File: config.mk
export PLATFORM = sky130hd
export DESIGN_NAME = rctl_queue
export DESIGN_NICKNAME = d
export VERILOG_FILES = /design/src/design/rctl_pkg.sv /design/src/design/rctl_queue.sv
export SDC_FILE = /design/constraint.sdc
export NUM_CORES = 1
export LEC_CHECK = 0
export BUFFER_PORTS_ARGS = -buffer_cell sky130_fd_sc_hd__buf_2
export CAP_MARGIN = 30
export CORE_ASPECT_RATIO = 0.9
export CORE_MARGIN = 2
export CORE_UTILIZATION = 45
export CTS_CLUSTER_SIZE = 30
export DETAILED_ROUTE_END_ITERATION = 6
export PLACE_DENSITY = 0.84
export RECOVER_POWER = 50
export SYNTH_ARGS = -nofsm -noshare
export SYNTH_HDL_FRONTEND = slang
export SYNTH_SLANG_ARGS = --single-unit
File: constraint.sdc
create_clock -name clock -period 1.7 [get_ports clock]
set_clock_uncertainty 0.2 [all_clocks]
set_input_delay 0.255 -clock clock [delete_from_list [all_inputs] [get_ports clock]]
set_output_delay 0.255 -clock clock [all_outputs]
set_load 0.02 [all_outputs]
File: src/design/rctl_pkg.sv
// shared constants and types for the relay channel timer block
package rctl_pkg;

   localparam int CHANNELS_DEF      = 8;
   localparam int SPECIAL_FUNCS_DEF = 4;
   localparam int CNT_W             = 24;
   localparam int QUEUE_DEPTH       = 2;

   localparam logic OP_WRITE = 1'b0;
   localparam logic OP_TICK  = 1'b1;

   localparam logic [2:0] CSR_OFF_FACT  = 3'd0;
   localparam logic [2:0] CSR_ON_FACT   = 3'd1;
   localparam logic [2:0] CSR_EXPONENTS = 3'd2;
   localparam logic [2:0] CSR_TIMER     = 3'd3;
   localparam logic [2:0] CSR_ROUTING   = 3'd4;
   localparam logic [2:0] CSR_MODES     = 3'd5;
   localparam logic [2:0] CSR_POLARITY  = 3'd6;

   localparam logic [1:0] KIND_LOGIC = 2'd0;
   localparam logic [1:0] KIND_BLOCK = 2'd1;
   localparam logic [1:0] LOGIC_OR   = 2'd1;
   localparam logic [1:0] LOGIC_AND  = 2'd2;
   localparam logic [1:0] ACT_OFF    = 2'd1;
   localparam logic [1:0] ACT_ON     = 2'd2;

   // classified command handed from front to back
   typedef struct packed {
      logic       tick;
      logic       eval;
      logic [2:0] ch;
      logic       value;
      logic       set_obj;
      logic [3:0] obj;
   } cmd_type;

endpackage

File: src/design/rctl_queue.sv
// short command queue between front and back ends
module rctl_queue
   import rctl_pkg::*;
(
   input  logic    clock,
   input  logic    reset,
   input  logic    in_valid,
   output logic    in_stall,
   input  cmd_type in_cmd,
   output logic    out_valid,
   input  logic    out_stall,
   output cmd_type out_cmd
);

   cmd_type mem_ff [QUEUE_DEPTH];
   logic    wp_ff, wp_in, rp_ff, rp_in;
   logic [1:0] cnt_ff, cnt_in;
   logic push, pop;

   assign in_stall  = (cnt_ff == 2'(QUEUE_DEPTH));
   assign out_valid = (cnt_ff != 2'd0);
   assign out_cmd   = mem_ff[rp_ff];
   assign push      = in_valid & ~in_stall;
   assign pop       = out_valid & ~out_stall;

   always_comb begin
      wp_in  = push ? ~wp_ff : wp_ff;
      rp_in  = pop ? ~rp_ff : rp_ff;
      cnt_in = cnt_ff + 2'(push) - 2'(pop);
   end

   always_ff @(posedge clock) begin
      if (reset) begin
         wp_ff  <= 1'b0;
         rp_ff  <= 1'b0;
         cnt_ff <= 2'd0;
      end else begin
         wp_ff  <= wp_in;
         rp_ff  <= rp_in;
         cnt_ff <= cnt_in;
      end
      if (push) mem_ff[wp_ff] <= in_cmd;
   end

endmodule

==> run_results.csv <==
group,metric,value,unit
synthesis,netlist_top_cells_count,"edfxtp_1 (22), mux2_2 (11), dfxtp_1 (5), inv_1 (4)",
placed_design,dp_slack,-13.8,ps
floorplanning,start_util,47.4,%
route,avgViaCountPerCell,4.71,
route,wl,1920,µm
grt,grt_max_degree,16,
clock_network,worstSkewPairLatency,310,ps
status,violations,"negative setup slack",
grt,grt_use_total,16.0,%
critical_path,required,1720,ps
pwr,pwr_density_cell,1290,nW/µm²
critical_path,critPathLaunchType,"flop",
synthesis,synthArstFlopShare,0,%
floorplanning,io_pins,28,
status,outcome,"finished with violations",
final_layout,multi_input_area,332,µm²
placed_design,dp.cells,119,
synthesis,ys_types,17,
min_path,hp-class,"in -> reg",
sta,fin_crit,1740,ps
grt,overflow,0,
sta,drv_slew,0,
grt,antenna_found_initial,0,
grt,grt.met3_usage,2.76,%
grt,grtUsageMet1,17.3,%
job,max-cap-violations,0,
grt,busiest_layer,"met2",
grt,met2_usage,29.5,%
critical_path,end_kind,"flop",
sta,timing.fmax,0.573,GHz
final_layout,drive_gt1_share,49.1,%
pwr,power,2.01,mW
critical_path,cp_max_fo,3,
route,routedWlPerCell,14.0,µm
clock_network,cts_buffers,3,
placed_design,post-dp-hpwl,1130,µm
clock_network,cts_root_buffer,"clkbuf_4",
floorplanning,die_w,54.3,µm
synthesis,synth_top_area_cell,"edfxtp_1",
critical_path,critPathKind,"reg -> reg",
sta,relSlewSlack,81.3,%
final_layout,area_growth,52.4,%
clock_network,htree_levels,1,
final_layout,num_antenna_cells,0,
final_layout,final_nets,128,
pwr,power_leakage,0.631,nW
sta,rsz0062_at_grt,"true",
sta,hold_violations,0,
synthesis,synth_edf_count,22,
route,dr.pass1.iters,4,
floorplanning,core_area,2160,µm²
grt,grt_pass1_vias,685,
clock_network,clockBufferDepth,2,
synthesis,syn-num-nets,79,
synthesis,synth_seq_cells,27,
placed_design,place_congestion,0.563,
sta,report.final.setup_viol,12,
synthesis,synth_ff_type,"edfxtp_1",
floorplanning,die_area,2680,µm²
clock_network,clk_pin_slew,140,ps
route,drtIter0Drc,13,
synthesis,synth_area_per_cell,16.5,µm²
synthesis,synthCells,62,
sta,worst_slack,-44.1,ps
pwr,vdd_ir_drop_max,817,µV
floorplanning,die-height,49.3,µm
route,vias,645,
final_layout,seq_area,769,µm²
route,antenna_left,0,
floorplanning,rows,16,
synthesis,yosys-top-cells-area,"edfxtp_1 (64%), mux2_2 (12%), dfxtp_1 (9.8%), ha_1 (2.4%), a21oi_1 (1.5%)",
route,drc_errors,0,
synthesis,yosysMostFrequentCell,"edfxtp_1",
grt,grt_pass1_wl,2970,µm
synthesis,yosysWarningCount,0,
sta,max_slew.worst_pin.slew,277,ps
final_layout,stdcell_count,137,
synthesis,synth_top_area_share,64.5,%
clock_network,cts_sinks,27,
clock_network,cts_tree,"built",
sta,period_share,103,%
synthesis,ys_seq_area_share,74.2,%
final_layout,fillers,154,
critical_path,cp.arrival,1760,ps
placed_design,io_buffers,27,
synthesis,synth_area,1020,µm²
sta,fin_setup_tns,-277,ps
-- routing by layer --
layer	vias up	part of all wire (%)
met4	0	0.89
met2	16	59
met1	306	36
met5	-	0
li1	321	-
met3	2	4.0
-- placed cells by master (no fill, tap or decap), drive strengths merged, types with 2 or more instances in the layout --
master / instances
nor2: 3
a21oi: 3
inv: 5
dlygate4sd3: 12
o21ai: 2
buf: 26
clkbuf: 10
mux2: 11
dfxtp: 5
ha: 2
edfxtp: 22
or3: 2
-- sequential cells by signal (all words and copies together), names as in the netlist, named ones only --
signal,count
rp_ff,1
wp_ff,1
mem_ff,22
cnt_ff,2
-- final timing paths --
check             from         to  slack, ps  cells after the start
max          cnt_ff[1]  cnt_ff[1]        -40                      8
min          out_stall       flop         90                      3
max reg2reg  cnt_ff[1]  cnt_ff[1]        -40                      8
min reg2reg      wp_ff      wp_ff        300                      2
-- worst max-delay path, stage by stage, from the launching register on --
cell and delay [ps]:
dfxtp_4 400, nor2_4 150, nor2_4 50, ha_4 250, inv_1 30, ha_2 170
xor2_2 150, xnor2_1 180, nor2_1 60
-- metrics by stage --
stage | hold slack (ps) | util [%] | area, µm²
floorplan | 124 | - | 1020
global placement | 243 | 56.9 | 1230
detailed placement | 249 | 56.9 | 1230
CTS | 48.7 | 71.4 | 1540
global route | 86.4 | 72.2 | 1560
finish | 92.0 | 72.2 | 1560
-- kinds of logic (layout without fill, tap and decap cells) --
group / after synthesis / after routing / share of synthesized area, %
AOI/OAI and AO/OA: 5 / 5 / 2.44
DFF: 27 / 27 / 74.2
and+or+nand+nor: 9 / 9 / 4.76
xor gates and xnor gates: 2 / 2 / 1.71
adders and majority gates: 2 / 2 / 2.44
muxes: 11 / 11 / 12.1
buffers and inverters: 6 / 54 / 2.32
-- report_power, final --
| part | leakage [nW] | internal (mW) | switching [mW] |
|---|---|---|---|
| clock network | 0.0177 | 0.0879 | 0.174 |
| registers | 0.249 | 0.841 | 0.0584 |
| logic | 0.364 | 0.471 | 0.380 |
-- final cells by class --
class | instances | share of cell area, %
sequential | 27 | 49.3
clock buffer | 3 | 1.44
timing repair buffer | 45 | 24.4
inverter | 5 | 1.20
multi-input combinational | 29 | 21.2
tap | 27 | 2.16
clock inverter | 1 | 0.321
-- timing repair --
action / CTS / global route
setup endpoints to repair: 12 / 23
cloned: 1 / 0
hold buffers: 12 / 0
gates resized for setup: 45 / 7
hold endpoints to repair: 27 / 0
pin swaps: 3 / 0
buffers inserted: 1 / 0
(Power assumes the default switching activity.)
