<file path="config.mk">
export PLATFORM = sky130hd
export DESIGN_NAME = rctl_front
export DESIGN_NICKNAME = d
export VERILOG_FILES = /design/src/design/rctl_pkg.sv /design/src/design/rctl_front.sv
export SDC_FILE = /design/constraint.sdc
export NUM_CORES = 1
export LEC_CHECK = 0
export BUFFER_PORTS_ARGS = -buffer_cell sky130_fd_sc_hd__buf_2
export CORE_UTILIZATION = 25
export DETAILED_ROUTE_END_ITERATION = 7
export GPL_ROUTABILITY_DRIVEN = 0
export SETUP_SLACK_MARGIN = 0.05
export SLEW_MARGIN = 20
export SYNTH_ARGS = -nofsm -noshare
export SYNTH_HDL_FRONTEND = slang
export SYNTH_SLANG_ARGS = --single-unit
</file>
<file path="constraint.sdc">
create_clock -name clock -period 5.9 [get_ports clock]
set_input_delay 0.59 -clock clock [delete_from_list [all_inputs] [get_ports clock]]
set_output_delay 0.59 -clock clock [all_outputs]
set_load 0.01 [all_outputs]
</file>
<file path="src/design/rctl_pkg.sv">
// shared constants and types for the relay channel timer block
package rctl_pkg;

   localparam int CHANNELS_DEF      = 8;
   localparam int SPECIAL_FUNCS_DEF = 4;
   localparam int CNT_W             = 24;
   localparam int QUEUE_DEPTH       = 2;

   localparam logic OP_WRITE = 1'b0;
   localparam logic OP_TICK  = 1'b1;

   localparam logic [2:0] CSR_OFF_FACT  = 3'd0;
   localparam logic [2:0] CSR_ON_FACT   = 3'd1;
   localparam logic [2:0] CSR_EXPONENTS = 3'd2;
   localparam logic [2:0] CSR_TIMER     = 3'd3;
   localparam logic [2:0] CSR_ROUTING   = 3'd4;
   localparam logic [2:0] CSR_MODES     = 3'd5;
   localparam logic [2:0] CSR_POLARITY  = 3'd6;

   localparam logic [1:0] KIND_LOGIC = 2'd0;
   localparam logic [1:0] KIND_BLOCK = 2'd1;
   localparam logic [1:0] LOGIC_OR   = 2'd1;
   localparam logic [1:0] LOGIC_AND  = 2'd2;
   localparam logic [1:0] ACT_OFF    = 2'd1;
   localparam logic [1:0] ACT_ON     = 2'd2;

   // classified command handed from front to back
   typedef struct packed {
      logic       tick;
      logic       eval;
      logic [2:0] ch;
      logic       value;
      logic       set_obj;
      logic [3:0] obj;
   } cmd_type;

endpackage

</file>
<file path="src/design/rctl_front.sv">
// front end: accepts words, looks up special-function routing and classifies them into commands
module rctl_front
   import rctl_pkg::*;
#(
   parameter int CHANNELS      = CHANNELS_DEF,
   parameter int SPECIAL_FUNCS = SPECIAL_FUNCS_DEF
) (
   input  logic          clock,
   input  logic          reset,
   input  logic          req_valid,
   output logic          req_stall,
   input  logic          req_operation,
   input  logic [3:0]    req_object_number,
   input  logic          req_object_value,
   input  logic [31:0]   routing,
   output logic          cmd_valid,
   input  logic          cmd_stall,
   output cmd_type       cmd
);

   logic    full_ff, full_in;
   cmd_type cmd_ff, cmd_in;
   logic    take;
   logic [3:0] tgt;

   assign req_stall = full_ff & cmd_stall;
   assign take      = req_valid & ~req_stall;

   always_comb begin
      tgt = 4'd0;
      if (req_object_number >= 4'd8 && req_object_number < 4'(8 + SPECIAL_FUNCS))
         tgt = routing[16 + 4 * (req_object_number[1:0]) +: 4];
      cmd_in         = '0;
      cmd_in.tick    = (req_operation == OP_TICK);
      cmd_in.obj     = req_object_number;
      cmd_in.value   = req_object_value;
      if (req_operation == OP_WRITE) begin
         if (req_object_number < 4'(CHANNELS)) begin
            cmd_in.set_obj = 1'b1;
            cmd_in.eval    = 1'b1;
            cmd_in.ch      = req_object_number[2:0];
         end else if (req_object_number >= 4'd8 &&
                      req_object_number < 4'(8 + SPECIAL_FUNCS)) begin
            cmd_in.set_obj = 1'b1;
            if (tgt >= 4'd1 && tgt <= 4'(CHANNELS)) begin
               cmd_in.eval = 1'b1;
               cmd_in.ch   = 3'(tgt - 4'd1);
            end
         end
      end
      full_in = full_ff;
      if (full_ff && !cmd_stall) full_in = 1'b0;
      if (take) full_in = 1'b1;
   end

   always_ff @(posedge clock) begin
      if (reset) begin
         full_ff <= 1'b0;
      end else begin
         full_ff <= full_in;
      end
      if (take) cmd_ff <= cmd_in;
   end

   assign cmd_valid = full_ff;
   assign cmd       = cmd_ff;

endmodule

</file>
==> impl_metrics.tcl <==
set metrics [dict create \
    worst_slew_pin_slew_ns 0.872 \
    ctsHoldBuffers 0 \
    crit_fanout 10 \
    netlist_area_um2 672 \
    num_vias 542 \
    ys_seq_area_share_pct 52.1 \
    cpMostUsedCell "nand2_1" \
    yosys_warnings 0 \
    critPathCaptureType "flip-flop" \
    grt_pass1_wl_um 1790 \
    hold_viol_final 0 \
    port-buffer-count 38 \
    dieArea_um2 2900 \
    fin_worst_skew_ns 0.00361 \
    whs_ns 0.484 \
    setup_viol 0 \
    wl_per_cell_um 9.72 \
    grt.total_usage_pct 8.80 \
    synth_edf_count 11 \
    die_h_um 53.8 \
    dpl_cell_area_um2 885 \
    layout.nets 138 \
    hpwl_um 978 \
    area_delta_synth_final_pct 35.6 \
    start_util_pct 26.9 \
    yosysUniqueCellTypes 23 \
    crit_type "in -> reg" \
    post-cts-setup-buffers 0 \
    stdcell_count 123 \
    cts_buffers 3 \
    htree_num_levels 1 \
    hold_path_class "in -> reg" \
    synth_nets 97 \
    vdd_drop_max_mv 0.0980 \
    drc 0 \
    critPathBufInv 1 \
    dieWidth_um 53.8 \
    p_leak_nw 0.420 \
    synthSimpleGateAreaFrac_pct 12.5 \
    wl_um 1200 \
    max-slew-margin-rel_pct 41.7 \
    muxShareOfSynthArea_pct 19.4 \
    synth.avg_cell_area_um2 12.7 \
    layout_min_cycle_time_ns 2.45 \
    synthXorXnorAreaFrac_pct 1.30 \
    grt_max_degree 12 \
    path_clk_slew_ns 0.06 \
    drv_cap 0 \
    fin_setup_tns_ns 0 \
    antenna_found_initial 0 \
    cts_tree "done" \
    io_pins 55 \
    core-area_um2 2500 \
    drt_first_pass_iters 4 \
    ys_ff_latch 12 \
    post_cts_resized 0 \
    p_per_area_nw_per_um2 208 \
    synthFlopType "edfxtp_1" \
    diodes 0 \
    drive_gt1_share_pct 48.4 \
    max_freq_ghz 0.408 \
    synthArstFlopShare_pct 0 \
    fin_crit_sh_pct 41.5 \
    status "finished, final reports clean" \
    power_uw 190 \
    path_cells "buf_2 > mux4_1 > nand2_1 > ha_1 > nand2_1 > o22ai_2 > mux2i_1 > o21ai_0" \
    synth_top_family_by_area "multiplexers" \
    grt_pass1_vias 450 \
    rsz0062_at_grt "false" \
    viasPerCell 4.41 \
    slew_violations 0 \
    crit_family "multiplexers" \
    worstPathArrival_ns 2.45 \
    crit_path_start_kind "input port" \
    overflow 0 \
    clk_latency_ns 0.26 \
    final_area_um2 911 \
    fillers 240 \
    drtIter0Drc 5 \
    ff2ff_setup_slack_ns 4.40 \
    synth-compound-area-share_pct 7.64 \
    syn_inst 53 \
    slowest_delay_ns 0.61 \
    worstPathRequired_ns 5.90 \
    crit_slowest_cell "mux4_1" \
    ant_nets 0 \
    dp.cells 119 \
    rows 18 \
    cts_root_buffer "clkbuf_4" \
    clock_sinks 12 \
    clockBufferDepth 2 \
    synth-adder-area-share_pct 3.72 \
]
-- final cells by class --
type                       instances  area, um2  share of cell area [%]
tap                               30       37.5                    4.12
timing repair buffer              38        190                    20.9
inverter                           2       7.51                   0.824
sequential                        12        350                    38.5
clock buffer                       4       26.3                    2.88
multi-input combinational         37        299                    32.8
-- cells in the final DEF (no fill, tap or decap), types with 2 or more instances in the layout --
master,n
edfxtp_1,11
inv_1,2
mux2i_1,4
mux4_1,2
nor2b_1,3
nor2_1,5
mux2_2,2
nand2_1,7
ha_1,2
clkbuf_4,3
buf_2,38
o31ai_1,2
-- synthesized netlist by cell type (2+ instances only) --
master / number / area [um2]
nor2_1: 5 / 18.8
mux4_1: 2 / 52.6
mux2i_1: 4 / 40.0
ha_1: 2 / 25.0
o31ai_1: 2 / 15.0
nor2b_1: 3 / 18.8
inv_1: 2 / 7.51
nand2_1: 7 / 26.3
edfxtp_1: 11 / 330
mux2_2: 2 / 22.5
-- stage by stage --
step	worst slack [ns]	utilization [%]
6_report	3.45	36.4
5_1_grt	3.29	36.4
3_5_place_dp	3.15	35.4
2_1_floorplan	3.26	-
4_1_cts	3.43	36.4
3_3_place_gp	3.17	35.4
-- worst paths after layout --
kind / to / from / cells after the start
setup / recovery: cmd[7]$_SDFFCE_PP0P_ / req_object_number[0] / 8
hold / removal: cmd_valid$_SDFFE_PP0P_ / reset / 2
setup reg to reg: cmd[7]$_SDFFCE_PP0P_ / cmd_valid$_SDFFE_PP0P_ / 2
hold reg to reg: cmd_valid$_SDFFE_PP0P_ / cmd_valid$_SDFFE_PP0P_ / 3
-- cells by family (layout without fill, tap and decap cells) --
family	after synthesis	in the layout
AOI/OAI and AO/OA	7	7
xor gates and xnor gates	1	1
DFF	12	12
adders and majority gates	2	2
muxes	9	9
and+or+nand+nor	18	18
buffers and inverters	4	44
-- flip-flops by register name, summed over array words and instances, names as in the netlist --
register	flops
cmd	11
cmd_valid	1
-- report_power, final --
| group | total (mW) | internal, mW | switching [mW] |
|---|---|---|---|
| Sequential | 0.101 | 0.0994 | 0.00106 |
| Combinational | 0.0404 | 0.0203 | 0.0201 |
| Clock | 0.0490 | 0.0261 | 0.0229 |
-- routing by layer --
metal  vias up  GRT usage (%)  share of wire [%]
met4         0           6.58               0.67
met2        32           15.2                 41
met3         2           1.98                 12
li1        278              -                  -
met5         -              0                  0
met1       230           9.17                 46
(Power assumes the default switching activity.)
